### src/rtl/tpes_pkg.sv
// ---------------------------------------------------------------------------
// tpes_pkg
// Shared types and constants for the three-phase power/energy split block.
// ---------------------------------------------------------------------------
package tpes_pkg;

  localparam int VOLT_W  = 13;
  localparam int CURR_W  = 16;
  localparam int VI_W    = 29;   // voltage * current
  localparam int WSUM_W  = 31;   // sum of three products
  localparam int POWER_W = 20;
  localparam int FIELD_W = 40;   // energy field width at the ports
  localparam int PC_W    = 2;
  localparam int NPH     = 3;

  localparam logic [PC_W-1:0] PHASES_THREE = 2'd3;
  localparam logic [PC_W-1:0] PHASES_TWO   = 2'd2;

  // register indexes on the config port
  localparam logic [1:0] REG_PHASE_COUNT = 2'd0;
  localparam logic [1:0] REG_SAVED_L1    = 2'd1;
  localparam logic [1:0] REG_SAVED_L2    = 2'd2;
  localparam logic [1:0] REG_SAVED_L3    = 2'd3;

  typedef enum logic [4:0] {
    S_IDLE   = 5'b00001,
    S_PREP   = 5'b00010,
    S_LAUNCH = 5'b00100,
    S_WAIT   = 5'b01000,
    S_FIN    = 5'b10000
  } seq_state_t;

  typedef enum logic [2:0] {
    OP_POWER = 3'b001,
    OP_BASE  = 3'b010,
    OP_INC   = 3'b100
  } op_t;

  typedef enum logic [2:0] {
    MD_IDLE = 3'b001,
    MD_MUL  = 3'b010,
    MD_DIV  = 3'b100
  } md_state_t;

endpackage

### src/rtl/tpes_muldiv.sv
// ---------------------------------------------------------------------------
// tpes_muldiv
// Bit-serial floor(a * b / d): shift-add multiply, then restoring divide.
// ---------------------------------------------------------------------------
module tpes_muldiv #(
  parameter int OPW = 40,
  parameter int DW  = 42
) (
  input  logic           clk,
  input  logic           rst_n,
  input  logic           start,
  input  logic [OPW-1:0] a,
  input  logic [OPW-1:0] b,
  input  logic [DW-1:0]  d,
  output logic           done,
  output logic [OPW-1:0] q
);

  localparam int CW = $clog2(2*OPW+1);

  tpes_pkg::md_state_t st_r, st_nxt;
  logic [CW-1:0]  cnt_r;
  logic [OPW-1:0] mcand_r;
  logic [OPW-1:0] acc_r;
  logic [OPW-1:0] mlo_r;   // multiplier, product low half, then quotient
  logic [DW-1:0]  d_r;
  logic [DW-1:0]  rem_r;
  logic           done_r;

  logic [OPW:0]   madd;
  logic [DW:0]    sh;
  logic           ge;

  assign madd = {1'b0, acc_r} + (mlo_r[0] ? {1'b0, mcand_r} : '0);
  assign sh   = {rem_r, acc_r[OPW-1]};
  assign ge   = (sh >= {1'b0, d_r});

  always_comb begin
    st_nxt = st_r;
    case (st_r)
      tpes_pkg::MD_IDLE: if (start) st_nxt = tpes_pkg::MD_MUL;
      tpes_pkg::MD_MUL:  if (cnt_r == CW'(OPW-1)) st_nxt = tpes_pkg::MD_DIV;
      tpes_pkg::MD_DIV:  if (cnt_r == CW'(2*OPW-1)) st_nxt = tpes_pkg::MD_IDLE;
      default:           st_nxt = tpes_pkg::MD_IDLE;
    endcase
  end

  always_ff @(posedge clk) begin
    if (!rst_n) begin
      st_r   <= tpes_pkg::MD_IDLE;
      cnt_r  <= '0;
      done_r <= 1'b0;
    end else begin
      st_r   <= st_nxt;
      done_r <= (st_r == tpes_pkg::MD_DIV) && (cnt_r == CW'(2*OPW-1));
      if (st_r != st_nxt) cnt_r <= '0;
      else if (st_r != tpes_pkg::MD_IDLE) cnt_r <= cnt_r + CW'(1);
    end
  end

  always_ff @(posedge clk) begin
    case (st_r)
      tpes_pkg::MD_IDLE: begin
        if (start) begin
          mcand_r <= a;
          mlo_r   <= b;
          acc_r   <= '0;
          d_r     <= d;
          rem_r   <= '0;
        end
      end
      tpes_pkg::MD_MUL: begin
        // LSB-first: product low bits shift into the multiplier register
        acc_r <= madd[OPW:1];
        mlo_r <= {madd[0], mlo_r[OPW-1:1]};
      end
      tpes_pkg::MD_DIV: begin
        rem_r <= ge ? DW'(sh - {1'b0, d_r}) : sh[DW-1:0];
        acc_r <= {acc_r[OPW-2:0], mlo_r[OPW-1]};
        mlo_r <= {mlo_r[OPW-2:0], ge};
      end
      default: begin
        rem_r <= rem_r;
      end
    endcase
  end

  assign done = done_r;
  assign q    = (d_r == '0) ? '0 : mlo_r;

endmodule

### src/rtl/three_phase_power_energy_split.sv
// ---------------------------------------------------------------------------
// three_phase_power_energy_split
// Splits total power and lifetime energy of a three-phase source per phase.
// ---------------------------------------------------------------------------
// Usage:
//   Input channel (in_valid/in_stall): one item = three phase voltages and
//   currents, total power and total energy. Result channel
//   (out_valid/out_stall): per-phase power and per-phase energy counters.
//   Config is an APB-style port, 64-bit data, register i at byte 8*i:
//   phase_count, saved_energy_l1..l3. Write only while idle.
// Sequence:
//   One item at a time. Per item: accept, form the V*I weights and the share
//   sum, then three serial mul-div operations per phase in use (operand
//   width OPW = max(ENERGY_BITS,32)), then the output register. All mul-div
//   operations run on the single bit-serial mul-div.
// Reset: counters unset, no previous total, phase_count = 3, saved = 0.
//   No clearing pass.
// Stall: a finished result waits in the output register; the sequencer holds
//   before its final step until that register is free. in_stall is high
//   whenever an item is in progress.
// ---------------------------------------------------------------------------
module three_phase_power_energy_split #(
  parameter int ENERGY_BITS = 40
) (
  input  logic        clk,
  input  logic        rst_n,
  // input channel
  input  logic        in_valid,
  output logic        in_stall,
  input  logic [12:0] in_voltage_l1,
  input  logic [12:0] in_voltage_l2,
  input  logic [12:0] in_voltage_l3,
  input  logic [15:0] in_current_l1,
  input  logic [15:0] in_current_l2,
  input  logic [15:0] in_current_l3,
  input  logic [19:0] in_total_power,
  input  logic [39:0] in_total_energy,
  // result channel
  output logic        out_valid,
  input  logic        out_stall,
  output logic [19:0] out_power_l1,
  output logic [19:0] out_power_l2,
  output logic [19:0] out_power_l3,
  output logic [39:0] out_energy_l1,
  output logic [39:0] out_energy_l2,
  output logic [39:0] out_energy_l3,
  // configuration port
  input  logic        psel,
  input  logic        penable,
  input  logic        pwrite,
  input  logic [4:0]  paddr,
  input  logic [63:0] pwdata,
  output logic [63:0] prdata,
  output logic        pready
);

  localparam int E      = ENERGY_BITS;
  localparam int OPW    = (E > 32) ? E : 32;          // mul-div operand width
  localparam int DW_RAW = (E + 2 > 64) ? 64 : E + 2;  // share sum, capped at 64 bits
  localparam int DW     = (DW_RAW < tpes_pkg::WSUM_W) ? tpes_pkg::WSUM_W : DW_RAW;

  // ---------------- configuration ----------------
  logic [tpes_pkg::PC_W-1:0] pc_r;
  logic [E-1:0]              saved_r [tpes_pkg::NPH];
  logic                      cfg_wr;
  logic [1:0]                cfg_idx;

  assign pready  = 1'b1;
  assign cfg_wr  = psel && penable && pwrite;
  assign cfg_idx = paddr[4:3];

  always_ff @(posedge clk) begin
    if (!rst_n) begin
      pc_r <= tpes_pkg::PHASES_THREE;
      for (int i = 0; i < tpes_pkg::NPH; i++) saved_r[i] <= '0;
    end else if (cfg_wr) begin
      case (cfg_idx)
        tpes_pkg::REG_PHASE_COUNT: pc_r <= pwdata[tpes_pkg::PC_W-1:0];
        tpes_pkg::REG_SAVED_L1:    saved_r[0] <= E'(pwdata[tpes_pkg::FIELD_W-1:0]);
        tpes_pkg::REG_SAVED_L2:    saved_r[1] <= E'(pwdata[tpes_pkg::FIELD_W-1:0]);
        tpes_pkg::REG_SAVED_L3:    saved_r[2] <= E'(pwdata[tpes_pkg::FIELD_W-1:0]);
        default:                   pc_r <= pc_r;
      endcase
    end
  end

  always_comb begin
    case (paddr[4:3])
      tpes_pkg::REG_PHASE_COUNT: prdata = 64'(pc_r);
      tpes_pkg::REG_SAVED_L1:    prdata = 64'(saved_r[0]);
      tpes_pkg::REG_SAVED_L2:    prdata = 64'(saved_r[1]);
      tpes_pkg::REG_SAVED_L3:    prdata = 64'(saved_r[2]);
      default:                   prdata = '0;
    endcase
  end

  // ---------------- item and block state ----------------
  tpes_pkg::seq_state_t st_r;
  tpes_pkg::op_t        op_r;
  logic [1:0]           k_r;

  logic [tpes_pkg::VOLT_W-1:0]   v_r   [tpes_pkg::NPH];
  logic [tpes_pkg::CURR_W-1:0]   c_r   [tpes_pkg::NPH];
  logic [tpes_pkg::VI_W-1:0]     vi_r  [tpes_pkg::NPH];
  logic [tpes_pkg::POWER_W-1:0]  pwr_r [tpes_pkg::NPH];
  logic [tpes_pkg::POWER_W-1:0]  tp_r;
  logic [E-1:0]                  te_r;
  logic [tpes_pkg::WSUM_W-1:0]   w_r;
  logic [DW-1:0]                 a_r;
  logic [E-1:0]                  base_r;

  logic [E-1:0] prev_r;
  logic         prev_known_r;
  logic [E-1:0] pe_r  [tpes_pkg::NPH];
  logic         pek_r [tpes_pkg::NPH];

  // output register
  logic                         out_valid_r;
  logic [tpes_pkg::POWER_W-1:0] opwr_r [tpes_pkg::NPH];
  logic [tpes_pkg::FIELD_W-1:0] oen_r  [tpes_pkg::NPH];

  // ---------------- combinational helpers ----------------
  logic [E-1:0]               eff [tpes_pkg::NPH];
  logic [tpes_pkg::PC_W-1:0]  phases;
  logic [1:0]                 last_k;
  logic [E-1:0]               delta;
  logic [tpes_pkg::VI_W-1:0]  vi_prod;
  logic [DW:0]                a_sum;
  logic                       in_use;
  logic                       in_acc;
  logic                       fin_go;

  // a counter that holds zero counts as unset
  always_comb begin
    for (int i = 0; i < tpes_pkg::NPH; i++)
      eff[i] = (pek_r[i] && (pe_r[i] != '0)) ? pe_r[i] : saved_r[i];
  end

  assign phases  = (pc_r == tpes_pkg::PHASES_THREE) ? tpes_pkg::PHASES_THREE
                                                    : tpes_pkg::PHASES_TWO;
  assign last_k  = phases - 2'd1;
  assign delta   = (te_r > prev_r) ? (te_r - prev_r) : '0;
  assign vi_prod = tpes_pkg::VI_W'(v_r[k_r] * c_r[k_r]);
  assign a_sum   = {1'b0, a_r} + (DW+1)'(eff[k_r]);
  assign in_use  = (k_r <= last_k);
  assign in_acc  = in_valid && !in_stall;
  assign fin_go  = (st_r == tpes_pkg::S_FIN) && (!out_valid_r || !out_stall);

  // ---------------- mul-div operand select ----------------
  logic           md_start;
  logic [OPW-1:0] md_a, md_b;
  logic [DW-1:0]  md_d;
  logic           md_done;
  logic [OPW-1:0] md_q;

  assign md_start = (st_r == tpes_pkg::S_LAUNCH);

  always_comb begin
    md_a = OPW'(tp_r);
    md_b = OPW'(vi_r[k_r]);
    md_d = DW'(w_r);
    case (op_r)
      tpes_pkg::OP_POWER: begin
        md_a = OPW'(tp_r);
      end
      tpes_pkg::OP_BASE: begin
        md_a = OPW'(prev_r);
        if (a_r != '0) begin
          md_b = OPW'(eff[k_r]);
          md_d = a_r;
        end else begin
          // no stored share: split the previous total evenly
          md_b = OPW'(1);
          md_d = DW'(phases);
        end
      end
      tpes_pkg::OP_INC: begin
        md_a = OPW'(delta);
      end
      default: begin
        md_a = '0;
      end
    endcase
  end

  tpes_muldiv #(
    .OPW (OPW),
    .DW  (DW)
  ) u_muldiv (
    .clk   (clk),
    .rst_n (rst_n),
    .start (md_start),
    .a     (md_a),
    .b     (md_b),
    .d     (md_d),
    .done  (md_done),
    .q     (md_q)
  );

  // new counter value, clamped to the counter width
  logic [E:0]   e_sum;
  logic [E-1:0] e_new;
  assign e_sum = {1'b0, base_r} + (E+1)'(md_q);
  assign e_new = e_sum[E] ? '1 : e_sum[E-1:0];

  // ---------------- sequencer ----------------
  always_ff @(posedge clk) begin
    if (!rst_n) begin
      st_r         <= tpes_pkg::S_IDLE;
      op_r         <= tpes_pkg::OP_POWER;
      k_r          <= '0;
      prev_known_r <= 1'b0;
      prev_r       <= '0;
      out_valid_r  <= 1'b0;
      for (int i = 0; i < tpes_pkg::NPH; i++) begin
        pe_r[i]  <= '0;
        pek_r[i] <= 1'b0;
      end
    end else begin
      if (fin_go) out_valid_r <= 1'b1;
      else if (out_valid_r && !out_stall) out_valid_r <= 1'b0;
      case (st_r)
        tpes_pkg::S_IDLE: begin
          if (in_acc) begin
            st_r <= tpes_pkg::S_PREP;
            k_r  <= '0;
          end
        end
        tpes_pkg::S_PREP: begin
          if (k_r == 2'd2) begin
            st_r <= tpes_pkg::S_LAUNCH;
            op_r <= tpes_pkg::OP_POWER;
            k_r  <= '0;
          end else begin
            k_r <= k_r + 2'd1;
          end
        end
        tpes_pkg::S_LAUNCH: begin
          st_r <= tpes_pkg::S_WAIT;
        end
        tpes_pkg::S_WAIT: begin
          if (md_done) begin
            if ((op_r == tpes_pkg::OP_INC) && (k_r == last_k)) st_r <= tpes_pkg::S_FIN;
            else st_r <= tpes_pkg::S_LAUNCH;
            case (op_r)
              tpes_pkg::OP_POWER: op_r <= tpes_pkg::OP_BASE;
              tpes_pkg::OP_BASE:  op_r <= tpes_pkg::OP_INC;
              tpes_pkg::OP_INC: begin
                op_r <= tpes_pkg::OP_POWER;
                if (prev_known_r) begin
                  pe_r[k_r]  <= e_new;
                  pek_r[k_r] <= 1'b1;
                end
                if (k_r != last_k) k_r <= k_r + 2'd1;
              end
              default: op_r <= tpes_pkg::OP_POWER;
            endcase
          end
        end
        tpes_pkg::S_FIN: begin
          if (fin_go) begin
            prev_r       <= te_r;
            prev_known_r <= 1'b1;
            st_r         <= tpes_pkg::S_IDLE;
          end
        end
        default: st_r <= tpes_pkg::S_IDLE;
      endcase
    end
  end

  // ---------------- datapath registers ----------------
  always_ff @(posedge clk) begin
    if (in_acc) begin
      v_r[0] <= in_voltage_l1;
      v_r[1] <= in_voltage_l2;
      v_r[2] <= in_voltage_l3;
      c_r[0] <= in_current_l1;
      c_r[1] <= in_current_l2;
      c_r[2] <= in_current_l3;
      tp_r   <= in_total_power;
      te_r   <= E'(in_total_energy);
      w_r    <= '0;
      a_r    <= '0;
      for (int i = 0; i < tpes_pkg::NPH; i++) pwr_r[i] <= '0;
    end
    if (st_r == tpes_pkg::S_PREP) begin
      vi_r[k_r] <= vi_prod;
      if (in_use) begin
        w_r <= w_r + tpes_pkg::WSUM_W'(vi_prod);
        a_r <= a_sum[DW] ? '1 : a_sum[DW-1:0];
      end
    end
    if ((st_r == tpes_pkg::S_WAIT) && md_done) begin
      if (op_r == tpes_pkg::OP_POWER) pwr_r[k_r] <= md_q[tpes_pkg::POWER_W-1:0];
      if (op_r == tpes_pkg::OP_BASE)  base_r     <= E'(md_q);
    end
    if (fin_go) begin
      for (int i = 0; i < tpes_pkg::NPH; i++) begin
        opwr_r[i] <= pwr_r[i];
        oen_r[i]  <= tpes_pkg::FIELD_W'(eff[i]);
      end
    end
  end

  // ---------------- ports ----------------
  assign in_stall      = (st_r != tpes_pkg::S_IDLE);
  assign out_valid     = out_valid_r;
  assign out_power_l1  = opwr_r[0];
  assign out_power_l2  = opwr_r[1];
  assign out_power_l3  = opwr_r[2];
  assign out_energy_l1 = oen_r[0];
  assign out_energy_l2 = oen_r[1];
  assign out_energy_l3 = oen_r[2];

endmodule
### config.mk
export PLATFORM = sky130hd
export DESIGN_NAME = three_phase_power_energy_split
export DESIGN_NICKNAME = d
export VERILOG_FILES = /design/src/rtl/tpes_pkg.sv /design/src/rtl/tpes_muldiv.sv /design/src/rtl/three_phase_power_energy_split.sv
export SDC_FILE = /design/constraint.sdc
export NUM_CORES = 2
export LEC_CHECK = 0
export BUFFER_PORTS_ARGS = -buffer_cell sky130_fd_sc_hd__buf_4
export CORE_ASPECT_RATIO = 0.9
export CORE_MARGIN = 2
export CORE_UTILIZATION = 51
export DETAILED_ROUTE_END_ITERATION = 16
export PLACE_DENSITY = 0.79
export SLEW_MARGIN = 20
export SYNTH_ARGS = -nofsm -noshare
export SYNTH_HDL_FRONTEND = slang
export SYNTH_SLANG_ARGS = --single-unit
export TNS_END_PERCENT = 5
### constraint.sdc
create_clock -name clk -period 10.75 [get_ports clk]
set_clock_uncertainty 0.2 [all_clocks]
set_input_delay 2.15 -clock clk [delete_from_list [all_inputs] [get_ports clk]]
set_output_delay 2.15 -clock clk [all_outputs]
set_load 0.03 [all_outputs]
# Word-level counts from Yosys, hierarchy flattened
# Memory sizes are Yosys's and may differ from the RTL's. A register that Yosys moved wholly into a read port is not among the register bits.
# Cells that the tools add are included.
[op_classes]
eq_ne = 30
n_addsub = 9
bitwise = 5
n_reduce_logical = 40
mul = 1
n_lt_le_gt_ge = 4
n_mux = 99
[ops]
columns = ["operator", "count"]
rows = [
  ["40-bit 2-to-1 mux", 17],
  ["40-bit case mux with 3 select lines", 3],
  ["64-bit case mux with 4 select lines", 1],
  ["42-bit 2-to-1 mux", 6],
  ["31-bit 2-to-1 mux", 5],
  ["40-bit nonzero test", 3],
  ["42-bit case mux with 2 select lines", 1],
  ["40-bit binary-select mux with 2-bit select", 1],
  ["42-bit by 40-bit adder with 43-bit output", 1],
  ["43-bit by 42-bit >= comparator with 1-bit output", 1],
  ["42-bit logical NOT", 1],
  ["42-bit nonzero test", 1],
  ["42-bit subtractor", 1],
  ["40-bit by 40-bit adder with 41-bit output", 1],
  ["40-bit by 41-bit adder with 41-bit output", 1],
  ["40-bit > comparator", 1],
  ["40-bit OR reduction", 1],
  ["40-bit subtractor", 1],
  ["1-bit 2-to-1 mux", 35],
  ["31-bit by 29-bit adder with 31-bit output", 1],
  ["13-bit by 16-bit multiplier with 29-bit output", 1],
  ["2-bit 2-to-1 mux", 14],
  ["5-bit 2-to-1 mux", 5],
  ["5-bit case mux with 5 select lines", 1],
  ["other kinds (45)", 84],
]
[totals]
wordCells = 218
memories = 9
input_bits = 223
reg_bits = 442
out_inout_bits = 247
ram_bits = 657
[memory_table]
columns = ["name", "depth", "word_bits", "rd", "rd_clocked_by_memory_dff", "wr", "line_no", "rtl"]
rows = [
  ["oen_r", 3, 40, 3, 0, 3, "three_phase_power_energy_split.sv:120", "logic [tpes_pkg::FIELD_W-1:0] oen_r [tpes_pkg::NPH];"],
  ["pe_r", 3, 40, 3, 0, 3, "three_phase_power_energy_split.sv:114", "logic [E-1:0] pe_r [tpes_pkg::NPH];"],
  ["saved_r", 3, 40, 3, 0, 3, "three_phase_power_energy_split.sv:64", "logic [E-1:0] saved_r [tpes_pkg::NPH];"],
  ["vi_r", 3, 29, 1, 1, 1, "three_phase_power_energy_split.sv:104", "logic [tpes_pkg::VI_W-1:0] vi_r [tpes_pkg::NPH];"],
  ["opwr_r", 3, 20, 3, 0, 3, "three_phase_power_energy_split.sv:119", "logic [tpes_pkg::POWER_W-1:0] opwr_r [tpes_pkg::NPH];"],
  ["pwr_r", 3, 20, 3, 0, 3, "three_phase_power_energy_split.sv:105", "logic [tpes_pkg::POWER_W-1:0] pwr_r [tpes_pkg::NPH];"],
  ["3 more memories", "--", "--", "--", "--", "--", "--", ""],
]

# Logic depth before layout (Yosys ltp)
# An unclocked memory read counts as a cell.
[logic_depth]
ltp_word = 11
mapped_depth = 36
ltp_nobuf = 33

# Modules after synthesis
# A second synthesis with hierarchy kept.
[hier_totals]
hier_cells = 5823
area_unflattened_um2 = 63224.4
[by_module_without_submodules]
columns = ["mod", "area_per_inst_um2", "seq_area_each_um2", "n_inst", "cells_each"]
rows = [
  ["three_phase_power_energy_split", 49241.0, 25284.2, 1, 4408],
  ["tpes_muldiv", 13983.4, 6346.1, 1, 1415],
]

# Least setup slack after synthesis
# No wires, ideal clock.
[synth_timing]
path_type = "flip-flop to flip-flop"
startpoint = "reg (tool-made name)"
endpoint = "reg w_r[28] (netlist bit)"
arrival_ns = 8.285
slack_ns = 2.148
n_path_buf = 3
t_required_ns = 10.433
setup_ns = 0.117
path_stages_with_launch = 35
synth_period_minus_slack_ns = 8.602
path_cell_list = "dfxtp_1 clkbuf_1 clkbuf_1 clkbuf_1 mux2i_1 o21ai_1 nand2_1 fa_1 fa_1 inv_1 fa_1 fa_1 inv_1 fa_1 inv_1 ha_1 a21o_1 a21o_1 a21oi_1 a31oi_1 or2_2 o21a_1 and2_1 o21a_1 nor2_1 xnor2_1 ha_1 a21o_1 a21o_1 a21oi_1 o21bai_1 a31o_2 a31oi_1 xnor2_1 a22o_1"
[synth_rtl]
columns = ["element", "line_no", "rtl"]
rows = [
  ["to (signal assigned)", "three_phase_power_energy_split.sv:290", "w_r <= w_r + tpes_pkg::WSUM_W'(vi_prod);"],
  ["to (decl)", "three_phase_power_energy_split.sv:108", "logic [tpes_pkg::WSUM_W-1:0] w_r;"],
]

==> metrics.md <==
| Metric | Value |
|---|---|
| Via count | `46440` |
| Synthesis-stage register bit count | `1101` |
| Cell chosen for the clock root | `sky130_fd_sc_hd__clkbuf_16` |
| Routed length per instance | `22.06 um` |
| Max-slew violation count | `0` |
| WP data arrival | `9.65 ns` |
| Most used flip-flop cell after synthesis | `sky130_fd_sc_hd__edfxtp_1` |
| Worst endpoint required time | `11.19 ns` |
| Most frequent standard cell in the layout excluding fill and tap cells | `sky130_fd_sc_hd__edfxtp_1` |
| Tot GR Track Use | `26.62%` |
| Post-route DRC | `0` |
| Cell Rows | `121` |
| Violation count after the first detailed-routing iteration | `4926` |
| Total clock sinks | `1101` |
| Final period demand of the worst path | `9.208 ns` |
| GR Overflow Total | `0` |
| Port Buffers | `417` |
| Peak per-stage delay on the critical path | `0.78 ns` |
| Fraction of final layout cells with drive strength greater than 1 | `14.53%` |
| Buffers inserted by post-CTS timing repair | `0` |
| Full die area | `124600 um^2` |
| DIE WIDTH | `371.9 um` |
| Boundary pin count | `470` |
| Wire length after detailed routing | `170200 um` |
| Number of flops mapped to enable cells by yosys | `958` |
| Max Freq | `108.6 MHz` |
| CTS Buffer Depth | `3` |
| Final critical-path share of the clock period | `85.66%` |
| Final Cell Area | `70730 um^2` |
| Post-DRT Antenna Nets | `0` |
| TritonCTS clock tree | `done` |
| Worst min-delay path startpoint | `pwr_r[1][6]` |
| Highest-count cells in the layout ignoring fill and taps | `sky130_fd_sc_hd__edfxtp_1, sky130_fd_sc_hd__nand2_1, sky130_fd_sc_hd__nor2_1` |
| Class of the most critical hold timing path | `register to register` |
| Total of fill cells in the finished design | `9593` |
| Initial DRT Pass Iterations | `7` |
| Vias in the first global route | `44500` |
| Mean Syn Cell Area | `10.95 um^2` |
| Critical Path Sink Type | `register` |
| Number of distinct standard cells referenced by the synthesized netlist | `99` |
| CP max-delay cell | `sky130_fd_sc_hd__o21ai_1` |
| Placed standard-cell area | `66780 um^2` |
| Initial Utilization | `51.36%` |
| Element type at the critical path start | `register` |
| Pin count of the biggest net entering global routing | `117` |
| Yosys Warn Count | `0` |
| Actual transition at the worst max-transition pin | `1.228 ns` |
| Skew-Pair Late Insertion Delay | `0.78 ns` |
| Final estimated routing congestion in global placement | `0.9640` |
| Cells after DPL | `7500` |
| Max-capacitance violation count | `0` |
| Final HPWL from detailed placement | `123200 um` |
| First-pass GRT wire length | `257300 um` |
| Vias/cell | `6.021` |
| Crit path max fanout | `30` |
| Setup CP Type | `register to register` |
| Quantity of gates resized following cts | `0` |
| Bufs and invs on worst path | `3` |
| Capture instance of the worst register-to-register path | `w_r[28]` |
| Number of CTS-inserted buffers | `112` |
| Number of standard cells in the final layout excluding fillers | `7712` |
| Number of hold buffers added after CTS | `0` |
| Mapped Area | `62130 um^2` |
| Clock-pin slew of the registers on the worst-case setup and hold paths | `0.06 ns` |
| Relative slew slack | `17.25%` |
| Total number of nets in the final design | `6712` |
| Worst setup slack for register-to-register paths | `1.54 ns` |
| Asr flop ratio synth | `0%` |
| Deepest level of the CTS H-tree | `3` |
| TNS Setup | `0 ns` |
| Die height | `335.1 um` |
| Number of antenna violations at the first check in global routing | `5` |
| Final Setup Violations | `0` |
| Hold EP | `opwr_r[0][26]` |
| Run status | `complete, no violations` |
| Count of cells along the worst register-to-register path | `29` |
| Sequential fraction of the synthesis area | `50.91%` |
| Setup repair after global routing missed its margin | `false` |
| Cell type with the highest occurrence count on the critical path | `sky130_fd_sc_hd__a21o_1` |
| Cell depth of the worst min-delay path | `0` |
| Synthesized netlist cell count | `5676` |
| Core ar. | `121000 um^2` |
| Hold Violations, Final | `0` |
| Kind of cell with the highest combined delay on the critical path | `compound AO/OA/AOI/OAI gates` |
| Signed area change from the synthesized netlist to the final layout | `13.85%` |
-- cells in the mapped netlist (all sizes together), types with 82 or more instances --
| cell type | number | area share (%) |
|---|---|---|
| edfxtp | 958 | 46 |
| nand2 | 602 | 3.6 |
| nor2 | 528 | 3.2 |
| inv | 411 | 2.5 |
| a21oi | 395 | 3.2 |
| ha | 314 | 6.3 |
| o21ai | 239 | 1.9 |
| clkbuf | 212 | 1.3 |
| a21o | 165 | 2.0 |
| fa | 160 | 5.2 |
| dfxtp | 143 | 4.6 |
| xnor2 | 139 | 2.0 |
| and2 | 131 | 1.3 |
| mux2 | 130 | 2.4 |
| a22o | 98 | 1.4 |
| mux2i | 95 | 1.5 |
| xor2 | 82 | 1.2 |
-- layout make-up --
cell class	instances	area [um^2]	area share, %
inverter	413	1563	2.209
multi-input combinational	3911	28000	39.59
sequential	1101	31640	44.73
clock inverter	79	992.2	1.403
clock buffer	132	2958	4.182
tap	1599	2001	2.828
timing repair buffer	476	3573	5.052
antenna	1	2.502	0.003538
-- per-stage QoR --
stage	utilization (%)	setup slack (ns)	hold WS, ns
3_5_place_dp	55.21	1.604	0.2045
2_1_floorplan	-	2.148	0.2003
4_1_cts	58.47	1.587	0.2032
6_report	58.47	1.542	0.1984
5_1_grt	58.47	1.103	0.2015
3_3_place_gp	55.21	1.743	0.2009
-- worst max-delay path by stage --
stage | end | cells past startpoint
final | w_r[28] | 29
after global placement | w_r[28] | 29
after CTS | w_r[28] | 29
after global routing | w_r[28] | 29
after floorplan | w_r[28] | 34
after detailed placement | w_r[28] | 29
-- metal layers --
metal | up-vias | GRT usage [%] | routed length [um]
met3 | 367 | 5.111 | 17200
met4 | 6 | 9.137 | 5862
met5 | - | 0 | 46
met2 | 2418 | 41.16 | 77140
li1 | 21140 | - | -
met1 | 22510 | 37.61 | 69900
-- cell families after synthesis --
| kind of cell | after synthesis | share of synthesized area [%] |
|---|---|---|
| buf+inv | 687 | 4.417 |
| fa+ha+maj | 474 | 11.48 |
| xor+xnor | 221 | 3.116 |
| other cells | 2 | 0.01209 |
| compound gates | 1314 | 14.13 |
| flops | 1101 | 50.91 |
| mux | 227 | 3.959 |
| simple gates | 1650 | 11.97 |
-- state kept, by name, indices dropped and copies added (netlist names), 42 cells and up, named ones only --
name and cells:
a_r 42, c_r 48, oen_r 120, opwr_r 60
pe_r 120, pwr_r 60, saved_r 120, u_muldiv.d_r 42
u_muldiv.rem_r 42, vi_r 87
Power is not shown: default switching activity piles up to over one toggle a cycle in this logic, so the estimate is an artifact.
